### src/hw/rtl/spbp_pkg.sv
`timescale 1ns / 1ps

package spbp_pkg;

  // Activation format and plane count are fixed by the sign-magnitude scheme
  localparam int ACT_BITS = 4;
  localparam int PLANES   = 4;
  localparam int IN_W     = 64;
  localparam int RES_W    = 12;
  localparam int CNT_W    = 11;

  typedef logic [CNT_W-1:0]        cnt_t;
  typedef logic signed [RES_W-1:0] res_t;

  // Queue status seen by the front (full) and the back (empty)
  typedef struct packed {
    logic full;
    logic empty;
  } fifo_stat_t;

endpackage

### src/hw/rtl/spbp_fifo.sv
`timescale 1ns / 1ps

module spbp_fifo import spbp_pkg::*; #(
  parameter int DATA_W = 8
) (
  input  logic              clk,
  input  logic              rst_n,
  input  logic              push,
  input  logic [DATA_W-1:0] wr_data,
  input  logic              pop,
  output logic [DATA_W-1:0] rd_data,
  output fifo_stat_t        stat
);

  // Two entries: enough to keep one transaction per cycle flowing
  logic [DATA_W-1:0] mem_r [2];
  logic              wr_ptr_r, wr_ptr_nxt;
  logic              rd_ptr_r, rd_ptr_nxt;
  logic [1:0]        cnt_r, cnt_nxt;

  always_comb begin
    wr_ptr_nxt = wr_ptr_r ^ push;
    rd_ptr_nxt = rd_ptr_r ^ pop;
    cnt_nxt    = cnt_r + {1'b0, push} - {1'b0, pop};
  end

  always_ff @(posedge clk) begin
    if (!rst_n) begin
      wr_ptr_r <= 1'b0;
      rd_ptr_r <= 1'b0;
      cnt_r    <= 2'd0;
    end else begin
      wr_ptr_r <= wr_ptr_nxt;
      rd_ptr_r <= rd_ptr_nxt;
      cnt_r    <= cnt_nxt;
    end
  end

  always_ff @(posedge clk) begin
    if (push) begin
      mem_r[wr_ptr_r] <= wr_data;
    end
  end

  assign rd_data    = mem_r[rd_ptr_r];
  assign stat.full  = cnt_r[1];
  assign stat.empty = (cnt_r == 2'd0);

endmodule

### src/hw/rtl/spbp_front.sv
`timescale 1ns / 1ps

module spbp_front import spbp_pkg::*; #(
  parameter int LANES    = 16,
  parameter int WGT_BITS = 4,
  parameter int DATA_W   = LANES * (PLANES + 1 + WGT_BITS) + 1
) (
  input  logic              clk,
  input  logic              rst_n,
  input  logic              cfg_wr_en,
  input  cnt_t              cfg_wr_data,
  input  logic              in_valid,
  output logic              in_ready,
  input  logic [IN_W-1:0]   in_packed_activations,
  input  logic [IN_W-1:0]   in_packed_weights,
  input  fifo_stat_t        stat,
  output logic              push,
  output logic [DATA_W-1:0] entry
);

  cnt_t round_count_r, round_count_nxt;
  cnt_t rounds_done_r, rounds_done_nxt;
  cnt_t next_cnt;
  logic last;

  logic [LANES*PLANES-1:0]   mag;
  logic [LANES-1:0]          neg;
  logic [LANES*WGT_BITS-1:0] wgts;

  assign in_ready = !stat.full;
  assign push     = in_valid && in_ready;

  // Split each activation into sign and magnitude; -8 negates to itself (1000)
  always_comb begin
    for (int i = 0; i < LANES; i++) begin
      neg[i] = in_packed_activations[ACT_BITS*i + ACT_BITS - 1];
      mag[PLANES*i +: PLANES] = neg[i] ?
        PLANES'(~in_packed_activations[ACT_BITS*i +: ACT_BITS] + 1'b1) :
        PLANES'(in_packed_activations[ACT_BITS*i +: ACT_BITS]);
      wgts[WGT_BITS*i +: WGT_BITS] = in_packed_weights[WGT_BITS*i +: WGT_BITS];
    end
  end

  // Round counter: flag the configured final round, then restart
  always_comb begin
    next_cnt        = rounds_done_r + 1'b1;
    last            = (round_count_r != '0) && (next_cnt == round_count_r);
    round_count_nxt = round_count_r;
    rounds_done_nxt = rounds_done_r;
    if (cfg_wr_en) begin
      round_count_nxt = cfg_wr_data;
      rounds_done_nxt = '0;
    end else if (push) begin
      rounds_done_nxt = last ? '0 : next_cnt;
    end
  end

  always_ff @(posedge clk) begin
    if (!rst_n) begin
      round_count_r <= '0;
      rounds_done_r <= '0;
    end else begin
      round_count_r <= round_count_nxt;
      rounds_done_r <= rounds_done_nxt;
    end
  end

  assign entry = {last, wgts, neg, mag};

endmodule

### src/hw/rtl/spbp_back.sv
`timescale 1ns / 1ps

module spbp_back import spbp_pkg::*; #(
  parameter int LANES    = 16,
  parameter int WGT_BITS = 4,
  parameter int DATA_W   = LANES * (PLANES + 1 + WGT_BITS) + 1
) (
  input  logic              clk,
  input  logic              rst_n,
  input  fifo_stat_t        stat,
  input  logic [DATA_W-1:0] entry,
  output logic              pop,
  output logic              out_valid,
  input  logic              out_ready,
  output res_t              out_dot_result,
  output logic              out_last_round
);

  localparam int PSUM_W = $clog2(LANES) + WGT_BITS + 1;
  localparam int TREE_N = 1 << $clog2(LANES);

  logic [LANES*PLANES-1:0]   mag;
  logic [LANES-1:0]          neg;
  logic [LANES*WGT_BITS-1:0] wgts;
  logic                      last;

  logic signed [PSUM_W-1:0] psum [PLANES];
  logic signed [PSUM_W-1:0] w_ext;
  logic signed [PSUM_W-1:0] node [PLANES][2*TREE_N];

  logic signed [PSUM_W-1:0] psum_r [PLANES];
  logic                     s1_valid_r, s1_valid_nxt;
  logic                     s1_last_r;
  logic                     s2_load, s1_load;
  logic                     out_valid_r, out_valid_nxt;
  res_t                     dot_r, total;
  logic                     last_r;

  assign {last, wgts, neg, mag} = entry;

  // Plane partial sums: each spike adds or subtracts its lane's weight.
  // Lane terms sit at the leaves of a balanced adder tree per plane.
  always_comb begin
    w_ext = '0;
    for (int j = 0; j < PLANES; j++) begin
      for (int k = 0; k < 2*TREE_N; k++) begin
        node[j][k] = '0;
      end
    end
    for (int i = 0; i < LANES; i++) begin
      w_ext = PSUM_W'($signed(wgts[WGT_BITS*i +: WGT_BITS]));
      for (int j = 0; j < PLANES; j++) begin
        if (mag[PLANES*i + j]) begin
          node[j][TREE_N + i] = neg[i] ? -w_ext : w_ext;
        end
      end
    end
    for (int j = 0; j < PLANES; j++) begin
      for (int k = TREE_N - 1; k >= 1; k--) begin
        node[j][k] = node[j][2*k] + node[j][2*k + 1];
      end
      psum[j] = node[j][1];
    end
  end

  // Combine planes with their binary weights; the exact sum fits RES_W
  always_comb begin
    total = '0;
    for (int j = 0; j < PLANES; j++) begin
      total = total + (RES_W'(psum_r[j]) <<< j);
    end
  end

  assign s2_load      = s1_valid_r && (!out_valid_r || out_ready);
  assign s1_load      = !s1_valid_r || s2_load;
  assign pop          = !stat.empty && s1_load;
  assign s1_valid_nxt = s1_load ? !stat.empty : s1_valid_r;
  assign out_valid_nxt = s2_load ? 1'b1 : (out_ready ? 1'b0 : out_valid_r);

  always_ff @(posedge clk) begin
    if (!rst_n) begin
      s1_valid_r  <= 1'b0;
      out_valid_r <= 1'b0;
    end else begin
      s1_valid_r  <= s1_valid_nxt;
      out_valid_r <= out_valid_nxt;
    end
  end

  always_ff @(posedge clk) begin
    if (pop) begin
      for (int j = 0; j < PLANES; j++) begin
        psum_r[j] <= psum[j];
      end
      s1_last_r <= last;
    end
    if (s2_load) begin
      dot_r  <= total;
      last_r <= s1_last_r;
    end
  end

  assign out_valid      = out_valid_r;
  assign out_dot_result = dot_r;
  assign out_last_round = last_r;

endmodule

### src/hw/rtl/spike_bitplane_dot_product.sv
`timescale 1ns / 1ps

// Bit-plane sign-magnitude dot product of sixteen 4-bit activations with
// sixteen signed weights, one result per round.
// Input channel (in_valid/in_ready): one round per transaction, carrying the
// packed activations and weights. Output channel (out_valid/out_ready): one
// transaction per round with the signed dot product and the last-round flag.
// Configuration: cfg_wr_en with cfg_wr_data sets the rounds per job and
// restarts the round counter; write only while no round is in flight.
// Path: an accepted round is written to the queue, its plane sums are then
// registered, and then the plane combine is registered in the output register.
// Throughput: one round per cycle; the plane-sum stage and the output
// register each hold one round and advance every cycle the sink takes data.
// Stall: while out_ready is low the output holds; the pipeline stage and the
// two-entry queue keep absorbing rounds, and in_ready drops once it fills.
// Reset (rst_n low, synchronous): empties queue and pipeline, clears the
// round count to zero (no last flag) and the round counter.
module spike_bitplane_dot_product import spbp_pkg::*; #(
  parameter int LANES    = 16,
  parameter int WGT_BITS = 4
) (
  input  logic            clk,
  input  logic            rst_n,
  input  logic            cfg_wr_en,
  input  cnt_t            cfg_wr_data,
  input  logic            in_valid,
  output logic            in_ready,
  input  logic [IN_W-1:0] in_packed_activations,
  input  logic [IN_W-1:0] in_packed_weights,
  output logic            out_valid,
  input  logic            out_ready,
  output res_t            out_dot_result,
  output logic            out_last_round
);

  // Queue entry: last flag, weights, spike signs, spike magnitudes
  localparam int DATA_W = LANES * (PLANES + 1 + WGT_BITS) + 1;

  fifo_stat_t        stat;
  logic              push, pop;
  logic [DATA_W-1:0] wr_entry, rd_entry;

  // Front: accept rounds, split into spikes, tag the last round
  spbp_front #(
    .LANES    (LANES),
    .WGT_BITS (WGT_BITS),
    .DATA_W   (DATA_W)
  ) u_front (
    .clk                   (clk),
    .rst_n                 (rst_n),
    .cfg_wr_en             (cfg_wr_en),
    .cfg_wr_data           (cfg_wr_data),
    .in_valid              (in_valid),
    .in_ready              (in_ready),
    .in_packed_activations (in_packed_activations),
    .in_packed_weights     (in_packed_weights),
    .stat                  (stat),
    .push                  (push),
    .entry                 (wr_entry)
  );

  // Decouple front and back so either side can stall alone
  spbp_fifo #(
    .DATA_W (DATA_W)
  ) u_fifo (
    .clk     (clk),
    .rst_n   (rst_n),
    .push    (push),
    .wr_data (wr_entry),
    .pop     (pop),
    .rd_data (rd_entry),
    .stat    (stat)
  );

  // Back: plane sums, shift-combine, output register
  spbp_back #(
    .LANES    (LANES),
    .WGT_BITS (WGT_BITS),
    .DATA_W   (DATA_W)
  ) u_back (
    .clk            (clk),
    .rst_n          (rst_n),
    .stat           (stat),
    .entry          (rd_entry),
    .pop            (pop),
    .out_valid      (out_valid),
    .out_ready      (out_ready),
    .out_dot_result (out_dot_result),
    .out_last_round (out_last_round)
  );

endmodule

### config.mk
export PLATFORM = sky130hd
export DESIGN_NAME = spike_bitplane_dot_product
export DESIGN_NICKNAME = d
export VERILOG_FILES = /design/src/hw/rtl/spbp_pkg.sv /design/src/hw/rtl/spbp_fifo.sv /design/src/hw/rtl/spbp_front.sv /design/src/hw/rtl/spbp_back.sv /design/src/hw/rtl/spike_bitplane_dot_product.sv
export SDC_FILE = /design/constraint.sdc
export NUM_CORES = 1
export LEC_CHECK = 0
export CORE_ASPECT_RATIO = 1.5
export CORE_MARGIN = 1.5
export CORE_UTILIZATION = 50
export CTS_CLUSTER_SIZE = 16
export DETAILED_ROUTE_END_ITERATION = 12
export DONT_BUFFER_PORTS = 1
export HOLD_SLACK_MARGIN = 0.03
export SKIP_LAST_GASP = 1
export SLEW_MARGIN = 10
export SYNTH_ARGS = -nofsm -noshare
export SYNTH_HDL_FRONTEND = slang
export SYNTH_HIERARCHICAL = 1
export SYNTH_SLANG_ARGS = --single-unit
### constraint.sdc
create_clock -name clk -period 7.9 [get_ports clk]
set_input_delay 1.58 -clock clk [delete_from_list [all_inputs] [get_ports clk]]
set_output_delay 1.58 -clock clk [all_outputs]
set_load 0.05 [all_outputs]
# Word-level counts from Yosys, hierarchy flattened
# Memory sizes are Yosys's and may differ from the RTL's. A register that Yosys moved wholly into a read port is not among the register bits.
# Cells that the tools add are included.
# classes
shifts	0
muxes	104
multipliers	0
n_eq_ne	1
bitwise_logic	19
addsub	98
n_lt_le_gt_ge	0
n_reduce_logical	14
div	0
# ops
operator	n
$mux 9	80
$add 9x9->9	60
$neg 4->9	16
$add 4x1->4 const B	16
$mux 4	16
$not 4->4	16
$add 11x11->12	1
$add 12x12->12	1
$add 11x1->11 const B	1
$add 9x10->11	1
$eq 11x11->1	1
$mux 11	1
$reduce_bool 11->1	1
$mux 1	7
$logic_and 1x1->1	4
$logic_not 1->1	4
$add 2x1->2	1
$logic_not 2->1	1
$logic_or 1x1->1	2
$reduce_bool 2->1	1
$reduce_or 2->1	1
$sub 2x1->2	1
$xor 1x1->1	2
$not 1->1	1
# totals
mem_bits_rw	326
out_inout_bits	15
mem_count	2
latch_bits	0
reg_bits	42
rom_bits	0
# memory_table
memory	words	width	read_ports	rd_ports_with_merged_regs	write_ports	line_no	source
u_fifo.mem_r	2	145	1	1	1	spbp_fifo.sv:16	logic [DATA_W-1:0] mem_r [2];
u_back.psum_r	4	9	4	0	4	spbp_back.sv:31	logic signed [PSUM_W-1:0] psum_r [PLANES];

# Longest topological paths before layout
# Gate-level depths: netlist of the first run.
# logic_depth
ltp_word	7
ltp_mapped	30

# By module
# The synthesis of the first run kept the hierarchy.
# modules_own_cells
mod	seq_area_each_um2	area_per_inst_um2	cells_per_inst	instances
spbp_back	1541.5	18222.5	1978	1
spbp_fifo	8808.4	10887.9	472	1
spbp_front	440.4	2972.9	392	1

# Worst setup path after synthesis of the first run
# OpenSTA, ideal clock, no wires.
# synth_path
path_type	register -> register
start	register (tool-made name)
end	memory u_back/psum_r[1][8] (netlist name) (data pin)
setup_slack_ns	1.174
required_ns	7.640
path_stages_with_launch	25
setup_time_ns	0.260
t_arrival_ns	6.467
cell_sequence	dfxtp_1 > buf_6 > buf_6 > buf_6 > mux2_4 > or3_1 > ha_1 > o21ai_0 > nand2_1 > fa_1 > inv_1 > fa_1 > fa_1 > fa_1 > fa_1 > inv_1 > fa_1 > fa_1 > inv_1 > a21oi_1 > o21bai_1 > a21o_1 > a21oi_1 > xnor2_1 > xnor2_1
# synth_lines
item	line_no
end: declaration	spbp_back.sv:31

==> summary.md, run 1 <==
| Metric | Value |
|---|---|
| Final slew viol count | 0 |
| Global Route Usage Sum | 30.1% |
| Antenna violations before repair | 0 |
| Port bufs | 0 |
| Max-cap violations | 0 |
| Vias per cell | 5.39 |
| Die area | 0.0657 mm² |
| DRT iter0 DRCs | 961 |
| Clock Sinks | 369 |
| Clock Skews | 28.8 ps |
| EDFF count, synth | 340 |
| Worst R2R Path Depth | 22 |
| Most common cell after layout, fill and taps aside | inv_1 |
| Crit. End Element | register |
| Hold Crit Class | register to register |
| Post-Synthesis Net Count | 3,527 |
| Gate count of the mapped netlist | 2,842 |
| GP Congestion | 1.02 |
| Post-route ant nets | 0 |
| GR Overflow Total | 0 |
| Worst R2R End | u_back/psum_r[0][8] |
| Ys Warns | 6 |
| Total Neg Setup Slack | 0 ps |
| Syn-to-layout area delta | 5.25% |
| Slew HR | 35.4% |
| TritonCTS buffer count | 37 |
| Share of post-route cells with drive strength above 1 | 9.58% |
| Vias in the first global route | 21,237 |
| Crit start category | register |
| Fmax | 0.132 GHz |
| Post-synthesis sequential area ratio | 33.6% |
| Fraction of the mapped netlist area in simple logic gates | 11.9% |
| Most frequent cells in the layout | inv_1, nand2_1, fa_1 |
| FFs w/ async S/R, synth | 0% |
| Cts hold-fix bufs | 0 |
| Post-synthesis adder-cell area fraction | 30.6% |
| Clk Latency, worst-skew pair | 580 ps |
| Antenna diode count | 0 |
| Tightest Pin Transition | 969 ps |
| Post-synthesis xor/xnor area fraction | 5.34% |
| DR vias | 19,455 |
| Die height | 313 µm |
| H-tree levels | 2 |
| Pre-antenna DRT Iters | 5 |
| Critical path class | register to register |
| Setup violators final | 0 |
| Routed wire per std cell | 26.6 µm |
| Post-Syn Area per Cell | 11.3 µm² |
| Tmin final | 7600 ps |
| Clock Path Buffers | 3 |
| Io pins | 159 |
| Row cnt | 113 |
| Worst-path maximum fanout | 14 |
| Cell variety after synth | 51 |
| First-pass GRT wire length | 140,000 µm |
| Core ar. | 0.0633 mm² |
| Arrival time worst endpoint | 7930 ps |
| Main combinational cell family by area after synthesis | adder cells |
| Seq cells post-synth | 369 |
| Post-CTS Resized | 0 |
| Die X | 210 µm |
| Multiplexer share of the synthesized area | 7.08% |
| Largest net degree at the start of global routing | 146 |
| Outcome | finished, final reports clean |
| Hold Vio Cnt, Final | 0 |
| Final period utilization | 96.2% |
| Dpl hpwl | 81,800 µm |
| Hold wc startpoint | u_back/s1_last_r |
| CTS root buf | clkbuf_16 |
| Reg2Reg Setup Slack | 300 ps |
| CTS tree | built |
| RSZ-0062 raised after global routing | no |
| Mapped Area | 0.0321 mm² |
| Initial core utilization | 50.7% |
| NumNets Final | 3,465 |
| Total Wirelength | 96,200 µm |
| Postcts setup bufs | 0 |
| Top_reg_cell synth | edfxtp_1 |
| Clock transition at path regs | 80 ps |
| DRC | 0 |
| Compound-Gate Fraction of Synth Area | 2.48% |
| CP endpoint | u_back/psum_r[0][8] |
| Required @ worst endpoint | 8230 ps |
-- per-layer routing --
metal  track usage, %  up-vias  part of all wire [%]
met1             32.8     9922                    36
met2             55.0      549                    53
met5                0        -                     0
met3             3.38      222                   3.4
met4             20.4        0                   8.0
li1                 -     8762                     -
-- synth_stat cells, drive strengths merged, types with 2 or more instances --
library cell,count,area [µm²]
nand4,3,18.8
a21boi,7,52.6
and3,3,23.8
edfxtp,340,10200
nor4,5,52.6
nor2,27,101
o21bai,10,75.1
nand2b,36,225
nand2,411,1540
fa,406,8130
mux2,161,2030
or2b,2,15.0
nand3b,2,15.0
buf,128,958
a21oi,32,160
mux2i,24,240
xor2,32,280
clkbuf,11,41.3
or3,16,100
and2,128,801
o211ai,2,15.0
nor2b,81,507
nor3,11,55.1
xnor2,161,1410
a21o,11,82.6
o21ai,68,340
nor4b,19,173
dfxtp,29,581
nand3,34,183
ha,135,1690
inv,497,1870
-- worst max-delay path, stage by stage (launching register included) --
cell and delay (ps):
dfxtp_4 510, buf_4 230, mux2_4 320, or3_1 340, ha_1 280, o21ai_0 650, nand2_1 180, fa_1 590
inv_1 70, fa_1 750, fa_1 540, fa_1 530, fa_1 470, fa_1 540, inv_1 60, fa_1 410
inv_1 70, a21oi_1 70, o21bai_1 210, a21o_1 170, a21oi_1 90, xnor2_1 140, xnor2_1 130
-- state kept, by name, indices dropped and copies added (netlist names), named ones only --
signal and cells:
u_back/s1_last_r 1, u_fifo/rd_ptr_r 1, u_back/out_dot_result 12, u_fifo/mem_r 290
u_back/s1_valid_r 1, u_fifo/cnt_r 2, u_back/psum_r 36, u_front/rounds_done_r 11
u_back/out_valid 1, u_fifo/wr_ptr_r 1, u_front/round_count_r 11, u_back/out_last_round 1
-- layout make-up --
class,count,area [µm²]
Clock buffer,42,966
Clock inverter,24,320
Fill cell,5575,29600
Inverter,497,1870
Multi-Input combinational cell,1837,18500
Sequential cell,369,10800
Tap cell,805,1010
Timing Repair Buffer,38,348
-- how the worst min path moves through the flow --
stage	endpoint	slack (ps)	cells past startpoint
floorplan	u_back/out_dot_result[0]	400	0
global placement	u_back/out_dot_result[0]	410	0
detailed placement	u_back/out_last_round	430	0
CTS	u_back/out_dot_result[0]	440	0
global route	u_back/out_dot_result[0]	450	0
finish	u_back/out_last_round	440	0
-- metrics by stage --
step	util, %	instance area [µm²]	setup WS, ps	hold slack [ps]	std cells
after detailed placement	51.3	32500	239	429	3546
after global routing	53.3	33800	71.9	453	3612
final	53.3	33800	300	443	3612
after global placement	51.3	32500	310	410	3546
after floorplan	-	32100	1170	400	2842
after CTS	53.3	33800	206	444	3612
-- logic make-up (layout without fill, tap and decap cells) --
group | after synthesis | in the layout
buf+inv | 636 | 601
fa+ha+maj | 541 | 541
mux | 185 | 185
flops | 369 | 369
simple gates | 780 | 780
compound gates | 137 | 137
xor+xnor | 194 | 194
Power of run 1 is not shown: default switching activity piles up to over one toggle a cycle in this logic, so the estimate is an artifact.
==> inputs of run 2 (changes only) <==
--- a/config.mk
+++ b/config.mk
@@ -8,6 +8,7 @@
 export CORE_ASPECT_RATIO = 1.5
 export CORE_MARGIN = 1.5
 export CORE_UTILIZATION = 50
+export CTS_BUF_LIST = sky130_fd_sc_hd__clkbuf_16
 export CTS_CLUSTER_SIZE = 16
 export DETAILED_ROUTE_END_ITERATION = 12
 export DONT_BUFFER_PORTS = 1
==> run 2 against run 1 <==
  * Cell count unchanged
  * Via count hardly changed
  * Critical path depth unchanged
  * Highest routed layer unchanged
==> summary.md, run 2 (same netlist as run 1, synthesis figures left out) <==
| Metric | Value |
|---|---|
| Outcome | finished, final reports clean |
| Clk Latency, worst-skew pair | 580 ps (about the same) |
| Final slew viol count | 0 (unchanged) |
| Total Neg Setup Slack | 0 ps (unchanged) |
| CP max-delay cell | o21ai_0 |
| Vias per cell | 5.39 (about the same) |
| Crit-path cells | buf_12, mux2_2, or3_1, ha_1, o21ai_0, nand2_1, fa_1, fa_1, fa_1, inv_1, fa_1, fa_1, inv_1, fa_1, fa_1, inv_1, a21oi_1, o21bai_1, a21o_1, a21oi_1, xnor2_1, xnor2_1 |
| Total Wirelength | 96,200 µm (about the same) |
| CTS root buf | clkbuf_16 |
| Fmax | 0.132 GHz (+0.18%) |
| Cell mode on critical path | fa_1 |
| Tmin final | 7590 ps (-13.8 ps) |
| NumNets Final | 3,465 (unchanged) |
| Hold path endpoint | u_back/out_last_round |
| Hold wc startpoint | u_back/s1_last_r |
| Setup violators final | 0 (unchanged) |
| Row cnt | 113 (unchanged) |
| Max reg flops | 290 (unchanged) |
| Max incr delay on CP | 650 ps (-100 ps) |
| Vias in the first global route | 21,232 (-0.024%) |
| Required @ worst endpoint | 8200 ps (-30 ps) |
| Post-route ant nets | 0 (unchanged) |
| Die X | 210 µm (unchanged) |
| Tightest Pin Transition | 961 ps (-7.85 ps) |
| H-tree levels | 2 (unchanged) |
| Antenna diode count | 0 (unchanged) |
| Hold Vio Cnt, Final | 0 (unchanged) |
| Worst R2R End | u_back/psum_r[2][8] |
| Hold Crit Class | register to register |
| TritonCTS buffer count | 37 (unchanged) |
| Largest register by flop count | u_fifo/mem_r |
| DRT iter0 DRCs | 966 (+0.52%) |
| Worst-path maximum fanout | 26 (+12) |
| Most frequent cells in the layout | inv_1, nand2_1, fa_1 |
| Die area | 0.0657 mm² (unchanged) |
| Syn-to-layout area delta | 5.25% (unchanged) |
| Reg2Reg Setup Slack | 310 ps (about the same) |
| Clock Skews | 28.8 ps (-0.0157 ps) |
| Largest net degree at the start of global routing | 146 (unchanged) |
| Clock Path Buffers | 3 (unchanged) |
| Critical path class | register to register |
| DRC | 0 (unchanged) |
| WHS Path Cells | 0 (unchanged) |
| Antenna violations before repair | 0 (unchanged) |
| Die height | 313 µm (unchanged) |
| Clock Sinks | 369 (unchanged) |
| Fillers | 5,575 (unchanged) |
| Most common cell after layout, fill and taps aside | inv_1 |
| First-pass GRT wire length | 140,000 µm (about the same) |
| Arrival time worst endpoint | 7890 ps (-40 ps) |
| Share of post-route cells with drive strength above 1 | 9.58% (unchanged) |
| Post-CTS Resized | 0 (unchanged) |
| Pre-antenna DRT Iters | 5 (unchanged) |
| Postcts setup bufs | 0 (unchanged) |
| Initial core utilization | 50.7% (unchanged) |
| GR Overflow Total | 0 (unchanged) |
| Routed wire per std cell | 26.6 µm (about the same) |
| Final period utilization | 96.0% (-0.17 points) |
| GP Congestion | 1.02 (unchanged) |
| Dpl hpwl | 81,800 µm (unchanged) |
| Core ar. | 0.0633 mm² (unchanged) |
| RSZ-0062 raised after global routing | no |
| Clock transition at path regs | 70 ps (about the same) |
| DR vias | 19,452 (-0.015%) |
| Cts hold-fix bufs | 0 (unchanged) |
| Crit start category | register |
| Port bufs | 0 (unchanged) |
| Max-cap violations | 0 (unchanged) |
| Crit. End Element | register |
| Global Route Usage Sum | 30.1% (unchanged) |
| Slew HR | 35.6% (+0.23 points) |
| Worst R2R Path Depth | 22 (unchanged) |
| Io pins | 159 (unchanged) |
| CTS tree | built |
## run 2: worst max path at each step
stage / startpoint / endpoint
finish: register / u_back/psum_r[2][8]
global route: register / u_back/psum_r[2][8]
CTS: register / u_back/psum_r[2][8]
detailed placement: register / u_back/psum_r[2][8]
global placement: register / u_back/psum_r[2][8]
floorplan: register / u_back/psum_r[1][8]
## run 2: cell type report
type                            count  area [µm²]  area share (%)
Clock buffer                       38         951            2.82
Tap cell                          805        1010            2.98
Inverter                          497        1870            5.52
Clock inverter                     28         335           0.993
Timing Repair Buffer               38         348            1.03
Multi-Input combinational cell   1837       18500            54.7
Sequential cell                   369       10800            32.0
## run 2: worst max-delay path, delay by kind of cell (launching register included)
kind / cells / cell delay, ps
adders and majority gates: 8 / 3910
AOI/OAI and AO/OA: 5 / 1130
and+or+nand+nor: 2 / 570
DFF: 1 / 510
buffers and inverters: 4 / 440
muxes: 1 / 410
xor gates and xnor gates: 2 / 270
## run 2: stage by stage
stage / worst slack, ps / hold WS, ps / area [µm²] / util, % / instances
final: 313 / 443 / 33800 / 53.3 / 3612
after global routing: 72.0 / 453 / 33800 / 53.3 / 3612
after CTS: 206 / 444 / 33800 / 53.3 / 3612
after detailed placement: 239 / 429 / 32500 / 51.3 / 3546
after global placement: 310 / 410 / 32500 / 51.3 / 3546
after floorplan: 1170 / 400 / 32100 / - / 2842
## run 2: per-layer routing
layer	up-vias	wire (µm)	share of wire [%]	track usage, %
met2	542	50500	53	55.0
met5	-	0	0	0
met1	9932	34700	36	32.8
li1	8762	-	-	-
met4	0	7730	8.0	20.4
met3	216	3180	3.3	3.38
Power of run 2 is left out for the same reason.
